<file path="src/hw/rtl/snt_ram.sv">
// Generic single-port-write, single-port-read RAM with registered read data.
// No dependencies.
module snt_ram #(
  parameter int WIDTH = 8,
  parameter int DEPTH = 16
) (
  input  logic                                   clk,
  input  logic                                   we,
  input  logic [((DEPTH > 1) ? $clog2(DEPTH) : 1)-1:0] waddr,
  input  logic [WIDTH-1:0]                       wdata,
  input  logic                                   re,
  input  logic [((DEPTH > 1) ? $clog2(DEPTH) : 1)-1:0] raddr,
  output logic [WIDTH-1:0]                       rdata
);

  logic [WIDTH-1:0] mem [DEPTH];

  always_ff @(posedge clk) begin
    if (we) mem[waddr] <= wdata;
    if (re) rdata <= mem[raddr];
  end

endmodule

</file>
<file path="config.mk">
export PLATFORM = sky130hd
export DESIGN_NAME = snt_ram
export DESIGN_NICKNAME = d
export VERILOG_FILES = /design/src/hw/rtl/snt_ram.sv
export SDC_FILE = /design/constraint.sdc
export NUM_CORES = 1
export LEC_CHECK = 0
export BUFFER_PORTS_ARGS = -buffer_cell sky130_fd_sc_hd__buf_2
export CELL_PAD_IN_SITES_DETAIL_PLACEMENT = 0
export CELL_PAD_IN_SITES_GLOBAL_PLACEMENT = 1
export CORE_MARGIN = 2
export CORE_UTILIZATION = 28
export CTS_BUF_LIST = sky130_fd_sc_hd__clkbuf_16
export CTS_CLUSTER_DIAMETER = 200
export CTS_CLUSTER_SIZE = 40
export DETAILED_ROUTE_END_ITERATION = 6
export HOLD_SLACK_MARGIN = 0.08
export PLACE_DENSITY = 0.43
export SLEW_MARGIN = 20
export SYNTH_ARGS = -nofsm -noshare
export SYNTH_HDL_FRONTEND = slang
export SYNTH_SLANG_ARGS = --single-unit
export TNS_END_PERCENT = 1
</file>
<file path="constraint.sdc">
create_clock -name clk -period 3.9 [get_ports clk]
set_input_delay 0.585 -clock clk [delete_from_list [all_inputs] [get_ports clk]]
set_output_delay 0.585 -clock clk [all_outputs]
set_load 0.02 [all_outputs]
</file>
==> impl_results.md <==
* Routed wire per std cell at 22.3 µm
* Number of top-level pins at 27
* Reg2reg end: rdata[5]$_DFFE_PP_
* Fill count at between 1.5k and 2k
* Tmin final at approximately 2.1 ns
* Arrival @ worst endpoint at 2.26 ns
* Reg2reg setup slack at 2.36 ns
* Final GP Congestion at 0.653
* Status: finished clean
* Clock transition at path regs at about 0.06 ns
* Post-synthesis sequential area ratio at about four fifths
* Largest net degree at the start of global routing at 33
* Residual DRC at 0
* Layout net count at 289
* Synth cell types at 18
* Num Clock Sinks at roughly 140
* Worst Hold Class: in -> reg
* Worst r2r src: mem[1][5]$_DFFE_PP_
* TritonRoute pass-1 iters at 7
* Ys Warns at 0
* Mapped Area at 5230 µm²
* Cells after Synth at 229
* Synth top area share at 78.1%
* Total GRT Usage at 12.2%
* Part of the power in combinational logic at roughly 4.7%
* Fin crit share at 54.1%
* Worst-skew pair later-pin latency at just over 0.4 ns
* Crit path kind: in -> reg
* Final setup violation count at 0
* Hold buffers post-CTS at 0
* H-tree depth at 4
* Hold Slack at 0.544 ns
* Vias at 2,392
* PortBufs at 26
* Die Y at 141 µm
* Area Overhead vs Synth at 18.1%
* R2r worst-path depth at 3
* Sw Pwr at 0.657 mW
* DR iter-0 viols at 154
* Sequential share of power at 49.5%
* RSZ-0062 raised after global routing: no
* Die W at 141 µm
* Die area at between 15,000 and 20,000 µm²
* Area after DPL at roughly 5600 µm²
* Max Slew Vio Count at 0
* Internal Power at approximately 2.7 mW
* Worst Setup EP: rdata[5]$_DFFE_PP_
* Antenna violations before repair at 0
* #FFs+latches synth at ~140
* Max clock buf depth at 2
* CORE AREA at 18,100 µm²
* Final ANT Viol Nets at 0
* Std cell rows at approximately 50
* Final Cell Area at between 6000 and 7000 µm²
* Switching Share at 19.6%
* Clk root buf: clkbuf_16
* Final setup TNS at 0 ns
* Worst EP required at 4.05 ns
* Power Density at 542 nW/µm²
* Worst setup SP type: primary input
* Relative slew slack at around 28%
* Share of cells above drive strength 1 at approximately a quarter
* Antenna cells at 0
* Leak at between 2 and 2.5 nW
* Via density at roughly 4.7
* Synth Area per Inst at 22.8 µm²
* Nature of the critical path endpoint: register
* Commonest cells after routing, fill and taps aside: 136 x edfxtp_1, 26 x buf_2, 18 x mux4_2
* CTS tree: yes
* Final Hold Viols at 0
* Max-cap violations at 0
* Commonest non-fill, non-tap cell in the layout: edfxtp_1
* Post-CTS sizing at 0
* Clock power frac at 45.8%
* Worst-Margin Slew at between 1 and 1.5 ns
* Synth area leader: edfxtp_1
* Crit path max fanout at 17
* Grt total ovfl at 0
* TritonCTS Buffers at 17
* Drt total wl at 11.4 mm
* Worst-case vdd ir drop at about 0.26 mV
* Top cells by area, synth: edfxtp_1 78%, mux4_2 7.8%, mux4_1 7.0%
* Initial cell density of the core at 28.8%
* Final Skew at 0.00513 ns
* Global-route wire length before repair at 16.8 mm
* Syn nets at 248
* Vias in the first global route at 2,503
* Post-DP HPWL at 7.06 mm
* Max Freq at 0.474 GHz
* Critical path launch point: raddr[0]
* Post-CTS setup buffer count at 0
## per-layer routing
metal | vias up | track usage [%] | share of wire, %
li1 | 1063 | - | -
met1 | 1262 | 17.7 | 49
met2 | 57 | 17.9 | 46
met3 | 10 | 3.09 | 3.9
met4 | 0 | 4.11 | 1.5
met5 | - | 0 | 0
## power groups by stage
| stage | combinational, mW | sequential, mW | clock, mW |
|---|---|---|---|
| 6_report | 0.157 | 1.66 | 1.53 |
| 5_1_grt | 0.173 | 1.66 | 1.63 |
| 4_1_cts | 0.163 | 1.66 | 1.57 |
| 3_5_place_dp | 0.163 | 1.69 | 0 |
| 3_3_place_gp | 0.163 | 1.69 | 0 |
| 2_1_floorplan | 0.0831 | 1.69 | 0 |
## kinds of logic after synthesis
group                  after synthesis  synth area share, %
AND/OR/NAND/NOR                     35                 3.14
AO/OA/AOI/OAI                       16                 2.30
multiplexers                        32                 14.8
buffers and inverters               10                 1.65
flip-flops                         136                 78.1
## critical path, stage by stage
cell	delay, ns
buf_2	0.47
buf_4	0.32
mux4_1	0.58
a22oi_1	0.20
nand2_1	0.09
## registers in the layout, indices dropped and copies added, names as in the netlist
register and flops:
mem 128, rdata 8
## layout make-up
type	instances	area [µm²]	area share [%]
clock buffer	17	425	6.89
clock inverter	15	144	2.33
multi-input combinational	83	1060	17.1
sequential	136	4080	66.2
tap	229	287	4.64
timing repair buffer	32	175	2.84
## worst min-delay path by stage
| stage | start | end | cells after the start | slack (ns) |
|---|---|---|---|---|
| finish | re | rdata[4]$_DFFE_PP_ | 1 | 0.54 |
| global route | re | rdata[4]$_DFFE_PP_ | 1 | 0.54 |
| CTS | re | rdata[4]$_DFFE_PP_ | 1 | 0.53 |
| global placement | mem[11][1]$_DFFE_PP_ | rdata[1]$_DFFE_PP_ | 3 | 0.74 |
| detailed placement | mem[8][1]$_DFFE_PP_ | rdata[1]$_DFFE_PP_ | 3 | 0.74 |
| floorplan | wdata[0] | mem[0][0]$_DFFE_PP_ | 0 | 0.68 |
## synthesized netlist by cell type
cell,instances
nand3_1,1
buf_4,1
mux4_2,18
a22oi_1,16
mux4_1,14
and2b_1,1
nor2b_1,1
nand3b_1,2
nor2_1,13
and2_1,1
nor3_1,4
clkdlybuf4s25_2,3
edfxtp_1,136
buf_2,3
or3b_2,1
nand2b_1,2
buf_6,3
nand2_1,9
## per-stage QoR
step	total power, mW	cells	setup WS (ns)	util [%]
floorplan	1.78	229	1.82	-
finish	3.34	512	1.79	34.0
global route	3.46	512	1.66	34.0
global placement	1.85	480	1.32	30.9
CTS	3.39	512	1.77	34.0
detailed placement	1.85	480	1.33	30.9
Power figures use the tool's default switching activity.
