### src/hw/rtl/snt_pkg.sv
// Shared types, codes and helpers for the strongest network table.
// Used by snt_seq, strongest_network_table and the testbench; no dependencies.
package snt_pkg;

  localparam int TABLE_ENTRIES_DEF = 16;
  localparam int NAME_BYTES        = 32;
  localparam int NAME_W            = NAME_BYTES * 8;

  localparam logic [1:0] MODE_REPORT = 2'd0;
  localparam logic [1:0] MODE_READ   = 2'd1;
  localparam logic [1:0] MODE_CLEAR  = 2'd2;

  localparam logic [3:0] STAT_IGNORED  = 4'd0;
  localparam logic [3:0] STAT_UPDATED  = 4'd1;
  localparam logic [3:0] STAT_KEPT     = 4'd2;
  localparam logic [3:0] STAT_APPENDED = 4'd3;
  localparam logic [3:0] STAT_REPLACED = 4'd4;
  localparam logic [3:0] STAT_DROPPED  = 4'd5;
  localparam logic [3:0] STAT_READ_OK  = 4'd6;
  localparam logic [3:0] STAT_RANGE    = 4'd7;
  localparam logic [3:0] STAT_CLEARED  = 4'd8;

  typedef logic [NAME_W-1:0] name_t;

  typedef struct packed {
    logic [7:0]  sec;
    logic [47:0] addr;
    logic [7:0]  chan;
    logic [7:0]  sig;
    logic [5:0]  len;
    name_t       name;
  } rec_t;

  localparam int REC_W = $bits(rec_t);

  typedef struct packed {
    logic [1:0] mode;
    logic [3:0] read_index;
    rec_t       rec;
  } req_t;

  typedef struct packed {
    logic [3:0] status;
    logic [3:0] slot;
    logic [4:0] count;
    rec_t       rec;
  } res_t;

  typedef enum logic [2:0] {
    S_IDLE,
    S_SCAN,
    S_READ,
    S_RWAIT,
    S_DONE
  } seq_state_t;

  function automatic int idx_width(input int n);
    return (n > 1) ? $clog2(n) : 1;
  endfunction

  function automatic logic [5:0] clip_len(input logic [7:0] l);
    return (l > 8'(NAME_BYTES)) ? 6'(NAME_BYTES) : l[5:0];
  endfunction

  function automatic name_t mask_name(input name_t n, input logic [5:0] len);
    name_t m;
    m = '0;
    for (int b = 0; b < NAME_BYTES; b++) begin
      if (6'(b) < len) m[8*b +: 8] = n[8*b +: 8];
    end
    return m;
  endfunction

endpackage

### src/hw/rtl/snt_seq.sv
// Sequencer: holds the request, scans the record RAM for a name match and the
// weakest entry, writes back, and builds the result word. Depends on snt_pkg.
module snt_seq #(
  parameter int TABLE_ENTRIES = snt_pkg::TABLE_ENTRIES_DEF
) (
  input  logic                                          clk,
  input  logic                                          rst_n,
  input  logic                                          in_valid,
  output logic                                          in_ready,
  input  snt_pkg::req_t                                 in_req,
  output logic                                          res_valid,
  input  logic                                          res_ready,
  output snt_pkg::res_t                                 res,
  output logic                                          ram_we,
  output logic [snt_pkg::idx_width(TABLE_ENTRIES)-1:0]  ram_waddr,
  output snt_pkg::rec_t                                 ram_wdata,
  output logic                                          ram_re,
  output logic [snt_pkg::idx_width(TABLE_ENTRIES)-1:0]  ram_raddr,
  input  snt_pkg::rec_t                                 ram_rdata
);
  import snt_pkg::*;

  localparam int IDX_W = idx_width(TABLE_ENTRIES);
  localparam int CNT_W = $clog2(TABLE_ENTRIES + 1);

  seq_state_t       state_r, state_nxt;
  req_t             req_r, req_nxt;
  res_t             res_r, res_nxt;
  logic [CNT_W-1:0] count_r, count_nxt;
  logic [CNT_W-1:0] rd_ptr_r, rd_ptr_nxt;
  logic             cmp_vld_r, cmp_vld_nxt;
  logic [IDX_W-1:0] cmp_idx_r, cmp_idx_nxt;
  logic [IDX_W-1:0] weak_idx_r, weak_idx_nxt;
  logic [7:0]       weak_sig_r, weak_sig_nxt;

  logic       accept, hit, stronger_hit, stronger_weak, scan_end, full, in_cnt_ok;
  logic [7:0] cmp8, weak8, cnt8, cnt_inc8, in_ridx8, req_ridx8;

  assign accept        = in_valid && in_ready;
  assign in_ready      = (state_r == S_IDLE);
  assign res_valid     = (state_r == S_DONE);
  assign res           = res_r;
  assign ram_wdata     = req_r.rec;

  assign cmp8          = 8'(cmp_idx_r);
  assign weak8         = 8'(weak_idx_r);
  assign cnt8          = 8'(count_r);
  assign cnt_inc8      = cnt8 + 8'd1;
  assign in_ridx8      = 8'(in_req.read_index);
  assign req_ridx8     = 8'(req_r.read_index);
  assign in_cnt_ok     = in_ridx8 < cnt8;

  assign hit           = cmp_vld_r && (ram_rdata.len == req_r.rec.len) &&
                         (ram_rdata.name == req_r.rec.name);
  assign stronger_hit  = $signed(req_r.rec.sig) > $signed(ram_rdata.sig);
  assign stronger_weak = $signed(req_r.rec.sig) > $signed(weak_sig_r);
  assign scan_end      = !cmp_vld_r && !(rd_ptr_r < count_r);
  assign full          = (count_r == CNT_W'(TABLE_ENTRIES));

  always_comb begin
    state_nxt = state_r;
    case (state_r)
      S_IDLE: begin
        if (accept) begin
          case (in_req.mode)
            MODE_REPORT: state_nxt = (in_req.rec.len == '0) ? S_DONE : S_SCAN;
            MODE_READ:   state_nxt = in_cnt_ok ? S_READ : S_DONE;
            default:     state_nxt = S_DONE;
          endcase
        end
      end
      S_SCAN:  if (hit || scan_end) state_nxt = S_DONE;
      S_READ:  state_nxt = S_RWAIT;
      S_RWAIT: state_nxt = S_DONE;
      S_DONE:  if (res_ready) state_nxt = S_IDLE;
      default: state_nxt = S_IDLE;
    endcase
  end

  always_comb begin
    req_nxt      = req_r;
    res_nxt      = res_r;
    count_nxt    = count_r;
    rd_ptr_nxt   = rd_ptr_r;
    cmp_vld_nxt  = 1'b0;
    cmp_idx_nxt  = cmp_idx_r;
    weak_idx_nxt = weak_idx_r;
    weak_sig_nxt = weak_sig_r;
    ram_we       = 1'b0;
    ram_waddr    = cmp_idx_r;
    ram_re       = 1'b0;
    ram_raddr    = rd_ptr_r[IDX_W-1:0];
    case (state_r)
      S_IDLE: begin
        if (accept) begin
          req_nxt       = in_req;
          rd_ptr_nxt    = '0;
          res_nxt       = '0;
          res_nxt.count = cnt8[4:0];
          case (in_req.mode)
            MODE_REPORT: res_nxt.status = STAT_IGNORED;
            MODE_READ:   res_nxt.status = in_cnt_ok ? STAT_READ_OK : STAT_RANGE;
            MODE_CLEAR: begin
              count_nxt      = '0;
              res_nxt.count  = '0;
              res_nxt.status = STAT_CLEARED;
            end
            default:     res_nxt.status = STAT_IGNORED;
          endcase
        end
      end
      S_SCAN: begin
        if ((rd_ptr_r < count_r) && !hit) begin
          ram_re      = 1'b1;
          ram_raddr   = rd_ptr_r[IDX_W-1:0];
          rd_ptr_nxt  = rd_ptr_r + CNT_W'(1);
          cmp_vld_nxt = 1'b1;
          cmp_idx_nxt = rd_ptr_r[IDX_W-1:0];
        end
        if (cmp_vld_r) begin
          if ((cmp_idx_r == '0) || ($signed(ram_rdata.sig) < $signed(weak_sig_r))) begin
            weak_idx_nxt = cmp_idx_r;
            weak_sig_nxt = ram_rdata.sig;
          end
        end
        if (hit) begin
          res_nxt.slot = cmp8[3:0];
          if (stronger_hit) begin
            ram_we         = 1'b1;
            ram_waddr      = cmp_idx_r;
            res_nxt.status = STAT_UPDATED;
          end else begin
            res_nxt.status = STAT_KEPT;
          end
        end else if (scan_end) begin
          if (!full) begin
            ram_we         = 1'b1;
            ram_waddr      = cnt8[IDX_W-1:0];
            count_nxt      = count_r + CNT_W'(1);
            res_nxt.status = STAT_APPENDED;
            res_nxt.slot   = cnt8[3:0];
            res_nxt.count  = cnt_inc8[4:0];
          end else if (stronger_weak) begin
            ram_we         = 1'b1;
            ram_waddr      = weak_idx_r;
            res_nxt.status = STAT_REPLACED;
            res_nxt.slot   = weak8[3:0];
          end else begin
            res_nxt.status = STAT_DROPPED;
          end
        end
      end
      S_READ: begin
        ram_re    = 1'b1;
        ram_raddr = req_ridx8[IDX_W-1:0];
      end
      S_RWAIT: begin
        res_nxt.status = STAT_READ_OK;
        res_nxt.slot   = req_r.read_index;
        res_nxt.rec    = ram_rdata;
      end
      default: ;
    endcase
  end

  always_ff @(posedge clk) begin
    if (!rst_n) begin
      state_r   <= S_IDLE;
      count_r   <= '0;
      cmp_vld_r <= 1'b0;
    end else begin
      state_r   <= state_nxt;
      count_r   <= count_nxt;
      cmp_vld_r <= cmp_vld_nxt;
    end
  end

  always_ff @(posedge clk) begin
    req_r      <= req_nxt;
    res_r      <= res_nxt;
    rd_ptr_r   <= rd_ptr_nxt;
    cmp_idx_r  <= cmp_idx_nxt;
    weak_idx_r <= weak_idx_nxt;
    weak_sig_r <= weak_sig_nxt;
  end

`ifndef SYNTHESIS
  a_count_bound: assert property (@(posedge clk) disable iff (!rst_n)
    count_r <= CNT_W'(TABLE_ENTRIES))
    else $error("entry count above table size");

  a_write_in_scan: assert property (@(posedge clk) disable iff (!rst_n)
    ram_we |-> (state_r == S_SCAN))
    else $error("table write outside scan");

  a_append_count: assert property (@(posedge clk) disable iff (!rst_n)
    (state_r == S_SCAN && !hit && scan_end && !full) |=>
      (count_r == $past(count_r) + CNT_W'(1)))
    else $error("append did not grow count");

  a_hit_in_range: assert property (@(posedge clk) disable iff (!rst_n)
    (state_r == S_SCAN && hit) |-> (cmp8 < cnt8))
    else $error("match on entry beyond count");
`endif

endmodule

### config.mk
export PLATFORM = sky130hd
export DESIGN_NAME = snt_seq
export DESIGN_NICKNAME = d
export VERILOG_FILES = /design/src/hw/rtl/snt_pkg.sv /design/src/hw/rtl/snt_seq.sv
export SDC_FILE = /design/constraint.sdc
export NUM_CORES = 1
export LEC_CHECK = 0
export BUFFER_PORTS_ARGS = -buffer_cell sky130_fd_sc_hd__buf_2
export CORE_AREA = 2 2 536 538
export DETAILED_ROUTE_END_ITERATION = 8
export DIE_AREA = 0 0 538 540
export PLACE_DENSITY = 0.3
export SYNTH_ARGS = -nofsm -noshare
export SYNTH_HDL_FRONTEND = slang
export SYNTH_SLANG_ARGS = --single-unit
### constraint.sdc
create_clock -name clk -period 14.6 [get_ports clk]
set_input_delay 2.92 -clock clk [delete_from_list [all_inputs] [get_ports clk]]
set_output_delay 2.92 -clock clk [all_outputs]
set_load 0.05 [all_outputs]
==> results.txt, run 1 <==
The flow ran to the end, and the final reports show no timing, DRC or antenna violations. The source of the critical timing path is ram_rdata[257]. The library cells used most frequently in the layout, excluding fill and tap cells, are sky130_fd_sc_hd__buf_2 (1370), sky130_fd_sc_hd__edfxtp_1 (706), sky130_fd_sc_hd__and3_1 (288), sky130_fd_sc_hd__inv_1 (109), sky130_fd_sc_hd__xnor2_1 (109). Along the worst hold path, the cell count comes to 0. The most common flop cell mapped by yosys is sky130_fd_sc_hd__edfxtp_1. The flop and latch count out of synthesis came out at between 700 and 800.

The area growth from synthesis to layout is 39.79%. Fill cells in the final layout number 32120. The clock insertion delay at the later pin of the skew report is 0.81 ns.

The Yosys step of the flow raised 0 warnings. The top cell type's share of synthesized area came out at roughly two thirds. The die covers 290500 um^2. After synthesis the cells add up to just over 30000 um^2. The total congestion overflow after global routing is 0. At the pin with the least slew margin, the transition time is 1.340 ns. On the critical path the largest part of the delay comes from simple AND/OR/NAND/NOR gates. Setup repair after global routing left no endpoint under its margin. The number of standard-cell rows in the floorplan came out at just under 200. The post-route fraction of the period consumed by the critical path came out at between 70% and 80%. The endpoint type of the worst setup path is an output port. The via count of the first global-routing pass is roughly 24000.

The fraction of registers with async set/reset came out at 0%. Dividing the detail-routed wire length by the instance count gives approximately 30 um. The sum of net half-perimeters after detailed placement is between 150 and 200 mm. The final worst slack came out at ~3.4 ns. After synthesis, flip-flops and latches occupy between 60% and 70% of the total area. The root buffer cell is sky130_fd_sc_hd__clkbuf_16.

At the end of routability-driven placement, the weighted congestion stood at ~0.84. TritonCTS built the clock tree. The synthesized area per cell came out at ~14 um^2. The DRC violation count after routing came out at 0. The worst setup path is of the in -> out kind. The number of clock sinks is between 700 and 800. The tool flagged a number of max-cap violations equal to 0. The number of buffers inserted by post-CTS setup repair is 0. STA puts the critical path data required time at between 10 and 15 ns.

The cell count after synthesis is 2185. The detailed-route vias per instance is roughly 3.2. The number of buffers and inverters on the critical path is 2.

The global-route usage over all layers is 14.54%. The number of distinct standard cells referenced by the synthesized netlist is 63. The die span in x came out at roughly 540 um. In this design, the stage delay of the slowest critical-path cell is 0.94 ns. The worst-case IR drop observed on VDD is 0.00008470 V. The startpoint type of the worst setup path is an input pin.

The worst min-delay path startpoint is cmp_idx_r[2]. The post-layout utilization of the core came out at approximately 15%. The core outline area came out at around 280000 um^2. The number of endpoints with negative hold slack in the final report is 0. The number of gates resized after CTS was 0. During I/O placement, the number of pins put on the boundary was 1371. The via total after detailed routing came out at between 20000 and 25000. For this configuration, the core starts out at a cell density of between 10% and 20%. The top achievable clock speed came out at 89.41 MHz. The maximum number of pins on one net before global-route repair is ~130. The pre-CTS setup slack is about 2.9 ns.

The initial detailed-routing violation count came out at 1634. The initial antenna violation count came out at 91. The number of H-tree levels is 3. During placement, the flow inserted port buffers numbering 1370. After synthesis, the cell types taking the most area are sky130_fd_sc_hd__edfxtp_1 (68%), sky130_fd_sc_hd__buf_4 (8.0%), sky130_fd_sc_hd__and3_1 (5.8%).

Setup violations remaining at the end of the flow were counted as 0. The CTS clock-pin slew for the worst setup and hold paths is ~0.050 ns. The detailed-routing iteration count for the pre-antenna-repair pass came out at 5.

The max-slew violation count came out at 0. For this run, the post-layout net count is ~4000. Synthesis produced a netlist with a net count of ~2900. The post-layout minimum cycle time came out at 11.18 ns. Dividing total power by cell area gives a power density of about 170 nW/um^2. The number of antenna-violating nets in the routed design is 0. Of all nets on the critical path, the largest fanout is 18. The share of post-route cells with drive strength above 1 came out at 46.79%. The max-slew headroom at the worst pin is between 9 and 10%. The slowest stage of the critical path belongs to the cell sky130_fd_sc_hd__or4_1. The final routed wirelength across all metal layers is around 220 mm. The worst register-to-register path has a depth of 8. Of all cell types, the one taking the most synthesized area is sky130_fd_sc_hd__edfxtp_1. The number of stages on the worst setup path came out at 10.

For the final routed database, the setup TNS stands at 0 ns. The most common library cell in the layout ignoring fill and taps is sky130_fd_sc_hd__buf_2. Counting along the longest clock path gives a buffer depth of 4.

Walking the worst path, the cells encountered are buf_2, xnor2_1, nand4_1, nor4_1, nand4_1, or4_1, nor3_4, nor3_1, a22oi_1, buf_2. The worst min-delay path class is reg -> reg. Data arrives at the worst endpoint at about 8.3 ns. The startpoint of the most critical register-to-register path is ram_wdata[257]. The height of the die is 540 um. The global-route wire length before repair came out at between 200 and 300 mm. The maximum clock skew at final layout came out at 0.04964 ns. The number of enable flip-flop cells after synthesis came out at slightly above 700. The static leakage is ~18 nW. For this design, the CTS-stage hold fixing added 0 buffers. The total CTS buffers came out at 102.
==> registers in the layout, indices dropped and copies added (netlist names) <==
name        flops
req_r           4
state_r         3
count_r         5
res           347
rd_ptr_r        5
cmp_idx_r       4
weak_sig_r      8
cmp_vld_r       1
weak_idx_r      4
ram_wdata     334
==> cell families after synthesis <==
| family | count (synthesis) | synth area share [%] |
|---|---|---|
| buffers and inverters | 520 | 10.34 |
| AOI/OAI and AO/OA | 145 | 3.586 |
| muxes | 9 | 0.3051 |
| adders and majority gates | 33 | 1.325 |
| DFF | 715 | 68.61 |
| xor gates and xnor gates | 162 | 4.553 |
| and+or+nand+nor | 601 | 11.28 |
==> cell usage after synthesis, drive strengths merged, types with 4 or more instances <==
cell type / count
edfxtp: 706
buf: 338
and3: 288
inv: 110
xnor2: 109
nor2: 84
clkbuf: 72
nand2b: 56
xor2: 53
nor2b: 43
nand4: 39
ha: 33
nor4: 31
o22ai: 24
nand2: 16
o2111ai: 15
o21ai: 15
a21oi: 14
nand3: 14
a21o: 13
nor3: 11
a2111o: 9
dfxtp: 9
o2bb2ai: 8
a2111oi: 7
a22o: 7
a221oi: 5
a31oi: 5
mux2i: 5
a211oi: 4
mux2: 4
or3: 4
or4: 4
==> power by group <==
group          internal (W)  switching (W)
combinational      0.000373        0.00176
clock               0.00139        0.00105
sequential          0.00264       0.000195
==> routing by layer <==
layer | GRT usage, % | part of all wire, %
met5 | 0 | 0.092
met4 | 4.678 | 3.3
met3 | 5.665 | 9.8
met2 | 25.09 | 49
met1 | 16.26 | 38
==> area by class of cell <==
cell class	instances	area, um^2	area share, %
Sequential cell	715	21380	49.09
Timing Repair Buffer	1409	7187	16.50
Multi-Input combinational cell	950	6661	15.29
Tap cell	3762	4707	10.81
Clock buffer	122	2628	6.032
Clock inverter	60	490.5	1.126
Inverter	110	420.4	0.9650
Antenna cell	34	85.08	0.1953
==> final timing paths <==
path                    to  slack, ns
max reg2reg    rd_ptr_r[0]       8.73
max           ram_waddr[2]       3.42
min reg2reg  weak_idx_r[2]       0.51
min          weak_idx_r[2]       0.51
==> metrics by stage <==
step | hold WS, ns | total power [W] | instances | cell area (um^2)
2_1_floorplan | 0.4509 | 0.004362 | 2185 | 31160
5_1_grt | 0.5167 | 0.007719 | 7139 | 43510
3_5_place_dp | 0.4881 | 0.005082 | 6946 | 40360
4_1_cts | 0.5014 | 0.007600 | 7128 | 43480
3_3_place_gp | 0.4867 | 0.005084 | 6944 | 40330
6_report | 0.5054 | 0.007402 | 7162 | 43560
Power figures use the tool's default switching activity.
==> run 2: changes to the inputs <==
--- a/config.mk
+++ b/config.mk
@@ -5,10 +5,11 @@
 export SDC_FILE = /design/constraint.sdc
 export NUM_CORES = 1
 export LEC_CHECK = 0
+export ABC_AREA = 1
 export BUFFER_PORTS_ARGS = -buffer_cell sky130_fd_sc_hd__buf_2
-export CORE_AREA = 2 2 536 538
+export CORE_AREA = 2 2 528 530
 export DETAILED_ROUTE_END_ITERATION = 8
-export DIE_AREA = 0 0 538 540
+export DIE_AREA = 0 0 530 532
 export PLACE_DENSITY = 0.3
 export SYNTH_ARGS = -nofsm -noshare
 export SYNTH_HDL_FRONTEND = slang
==> constraint.sdc (replaced) <==
create_clock -name clk -period 11.31 [get_ports clk]
set_input_delay 2.262 -clock clk [delete_from_list [all_inputs] [get_ports clk]]
set_output_delay 2.262 -clock clk [all_outputs]
set_load 0.05 [all_outputs]
==> run 2 against run 1 <==
Synthesized cell count up 35%. Power up 26%. Clock-buffer cell count up 7. Core utilization up 0.78 points. Critical endpoint is now ram_re. Largest power group unchanged. Highest routed layer unchanged.
==> results.txt, run 2 <==
The post-CTS resize count was 0 (unchanged). The startpoint type of the worst setup path is an input pin. The fraction of power consumed by combinational cells is 26.4% (-2.4 points). The share of total power in sequential cells came out at 38.6% (+0.4 points).

The initial antenna violation count is 87 (-4.4%). The total congestion overflow after global routing came to 0 (unchanged). The library cells used most frequently in the layout, excluding fill and tap cells, are sky130_fd_sc_hd__buf_2 (1370), sky130_fd_sc_hd__edfxtp_1 (706), sky130_fd_sc_hd__nand2_1 (507), sky130_fd_sc_hd__nor2_1 (504), sky130_fd_sc_hd__inv_1 (474). The maximum clock skew at final layout came out at 0.04748 ns (-0.002156 ns).

The number of endpoints with negative hold slack in the final report is 0 (unchanged). The area growth from synthesis to layout is 38.30%. The top achievable clock speed is ~130 MHz.

The fraction of registers with async set/reset is 0% (unchanged). The die span in x came out at 530 um (-1.5%). The standard cell with the maximum stage delay on the critical path is sky130_fd_sc_hd__nor2_1. The mapped cell area came out at 32090 um^2 (+3.0%). The number of distinct standard cells referenced by the synthesized netlist is 37 (-41%).

The max-slew headroom at the worst pin was 33.09% (+23 points). The synthesized area per cell came out at 10.92 um^2 (-23%). The number of clock sinks came to 715 (unchanged).

The final routed wirelength across all metal layers came out at 201.2 mm (-8.3%). The critical path required time is 9.05 ns (-2.63 ns). The library cell used most frequently in the layout, excluding fill and tap cells, is sky130_fd_sc_hd__buf_2.

The actual slew at the worst max-slew pin is 1.004 ns (-0.3361 ns). The internal power came out at 0.005678 W (+29%). Setup repair after global routing left no endpoint under its margin. The sum of negative setup slack came out at 0 ns (unchanged). The number of max-cap violations came out at 0 (unchanged). The effective utilization at floorplan came out at 11.64% (+0.68 points).

The height of the die came to 532 um (-1.5%). The maximum number of pins on one net before global-route repair came out at 108 (-19%). The weighted congestion at the end of routability-driven global placement came to 0.8256 (-1.2%). The endpoint type of the worst setup path is an output port. The number of antenna-violating nets in the routed design came to 0 (unchanged). Counting I/O delays and the setup requirement, the final critical path takes 7.554 ns. The global-route usage over all layers is 13.75% (-0.79 points). The part of the Yosys area used for sequential elements came out at 66.63% (-2.0 points). Ranked by total cell area, the synthesized netlist is headed by sky130_fd_sc_hd__edfxtp_1 (66%), sky130_fd_sc_hd__buf_4 (7.8%), sky130_fd_sc_hd__nand2_1 (6.0%). The post-synthesis net count came out at 3650 (+26%). The total CTS buffers is 104 (+2.0%). The core outline area came out at 275800 um^2 (-3.1%). The static leakage is 19.91 nW (+10%). The final-layout worst hold slack came out at 0.5794 ns (+0.07394 ns). TritonCTS built the clock tree.

The switching power total is 0.003630 W (+21%). The post-layout net count came out at 4767 (+19%). The flip-flop count of the largest register after layout is 347 (unchanged). The number of hold buffers added after CTS is 0 (unchanged). The share of total power consumed by net switching came to 39.00% (-1.6 points).

The global-route wire length before repair is 254.8 mm (-6.6%). The count of pins on the block boundary was 1371 (unchanged). The initial detailed-routing violation count is 1210 (-26%). The clock network power share is 35.0% (+2.1 points). The die area is 282000 um^2 (-2.9%). The sum of net half-perimeters after detailed placement is 171.0 mm (-8.1%). Counting stages on the worst path, the most repeated cell is sky130_fd_sc_hd__nand2_1. The library cell with the highest instance count after synthesis is sky130_fd_sc_hd__edfxtp_1. The worst min-delay path class is reg -> reg.

The pre-CTS setup slack came out at 3.423 ns (+0.5036 ns). The flop and latch count out of synthesis came out at 715 (unchanged). The number of buffers inserted by post-CTS setup repair is 0 (unchanged). The cell count after synthesis was 2939 (+35%). The CTS clock-pin slew for the worst setup and hold paths is 0.05 ns (about the same). The clock insertion delay at the later pin of the skew report came to 0.82 ns (about the same).

The via count of the first global-routing pass came out at 25620 (+6.6%). The number of standard-cell rows in the floorplan is 193 (-1.5%). The number of buffers between clock root and the deepest sink came out at 4 (unchanged).

The number of enable flip-flop cells after synthesis came out at 706 (unchanged). The count of synthesis-stage warnings from yosys was 0 (unchanged). The number of input and output port buffers inserted came to 1370 (unchanged). The DRC violation count after routing was 0 (unchanged). The overall power consumption came out at 0.009309 W (+26%).

The maximum net fanout on the critical path is 15 (-3). The detailed-routing iteration count for the pre-antenna-repair pass came to 5 (unchanged). After synthesis, the most frequently instantiated cells are sky130_fd_sc_hd__edfxtp_1 (706), sky130_fd_sc_hd__nand2_1 (509), sky130_fd_sc_hd__nor2_1 (505). The power density over the cells came to 209.7 nW/um^2 (+23%). The top cell type's share of synthesized area is 66.06% (-2.0 points).

The max-slew violation count is 0 (unchanged). The routed wirelength normalized by instance count came to 25.62 um (-16%). The final worst slack is 3.756 ns (+0.3401 ns). The peak supply drop was 0.0001060 V (+25%). The number of setup violations in the final report is 0 (unchanged). The final critical path takes up between 60% and 70% of the cycle. By startpoint and endpoint, the worst setup path is classified as in -> out.

The via total after detailed routing came out at 24420 (+6.7%). The number of H-tree levels is 3 (unchanged). The signal on the critical path passes through buf_2, inv_1, nand2_1, nand2_1, nor2_1, nand2_1, nor2_1, nand2_1, nor2_2, nand2_2, nor2_4, nand3_4, nand2_1, nor2_1, inv_1, nand2_1, buf_2. The share of post-route cells with drive strength above 1 came to 38.25% (-8.5 points). The tree is rooted in a sky130_fd_sc_hd__clkbuf_16. The run finished with clean final reports. The largest total area in the synthesized netlist belongs to sky130_fd_sc_hd__edfxtp_1. The detailed-route vias per instance came out at 3.109 (-2.7%). The data arrival at the endpoint of the critical path was 5.29 ns (-2.97 ns). The longest individual stage delay on the worst path is 0.55 ns (-0.39 ns). In the synthesized netlist the dominant register cell turns out to be sky130_fd_sc_hd__edfxtp_1.
==> run 2: cell types whose count changed in the layout (fill, tap and decap cells not counted), moves of 19 or more <==
| cell | delta |
|---|---|
| sky130_fd_sc_hd__and3_1 | -288 |
| sky130_fd_sc_hd__buf_4 | -19 |
| sky130_fd_sc_hd__inv_1 | +365 |
| sky130_fd_sc_hd__inv_2 | +24 |
| sky130_fd_sc_hd__nand2_1 | +493 |
| sky130_fd_sc_hd__nand2b_1 | -56 |
| sky130_fd_sc_hd__nand4_1 | -34 |
| sky130_fd_sc_hd__nor2_1 | +422 |
| sky130_fd_sc_hd__nor2b_1 | -43 |
| sky130_fd_sc_hd__o21ai_0 | +71 |
| sky130_fd_sc_hd__o21ai_1 | +28 |
| sky130_fd_sc_hd__xnor2_1 | -71 |
| sky130_fd_sc_hd__xor2_1 | -21 |
==> run 2: path summary, 6_finish.rpt <==
| path | start | end | slack, ns | cells after the start |
|---|---|---|---|---|
| max | ram_rdata[39] | ram_re | 3.76 | 17 |
| min | cmp_idx_r[0] | weak_idx_r[0] | 0.58 | 0 |
| max reg2reg | state_r[1] | res[78] | 7.37 | 7 |
| min reg2reg | cmp_idx_r[0] | weak_idx_r[0] | 0.58 | 0 |
==> run 2: critical path, delay by kind of cell <==
| kind | cells | cell delay (ns) |
|---|---|---|
| AND/OR/NAND/NOR | 13 | 2.49 |
| buffers and inverters | 4 | 0.48 |
==> run 2: per-layer routing <==
| metal | track usage, % | vias up | wire (um) |
|---|---|---|---|
| met5 | 0 | - | 179 |
| met4 | 3.596 | 28 | 5227 |
| met3 | 5.445 | 256 | 20140 |
| met2 | 24.45 | 1213 | 99900 |
| met1 | 15.02 | 11580 | 75740 |
| li1 | - | 11350 | - |
==> run 2: cell families (layout without fill, tap and decap cells) <==
logic type,after synthesis,in the layout,share of synthesized area (%)
and+or+nand+nor,1077,1077,13.06
buffers and inverters,876,2070,14.23
DFF,715,715,66.63
AOI/OAI and AO/OA,168,168,2.889
xor gates and xnor gates,70,70,1.910
adders and majority gates,33,33,1.287
other,0,16,0
==> run 2: final cells by class <==
type / instances / area, um^2
fill: 31260 / 231400
tap: 3705 / 4636
sequential: 715 / 21380
multi-input combinational: 1348 / 6186
inverter: 498 / 1869
timing repair buffer: 1389 / 7024
clock buffer: 129 / 2728
clock inverter: 54 / 518.0
antenna: 16 / 40.04
==> run 2: power groups by stage <==
stage               Sequential [W]  Combinational (W)  Clock (W)
finish                     0.00359            0.00246    0.00326
global route               0.00363            0.00262    0.00349
CTS                        0.00361            0.00254    0.00342
detailed placement         0.00366            0.00253          0
global placement           0.00366            0.00254          0
floorplan                  0.00417            0.00116          0
==> run 2: through the flow <==
step                utilization (%)  cell area, um^2  std cells
floorplan                         -            32110       2939
global placement              14.90            41100       7655
detailed placement            14.90            41100       7655
CTS                           16.08            44340       7838
global route                  16.08            44350       7842
finish                        16.09            44380       7854
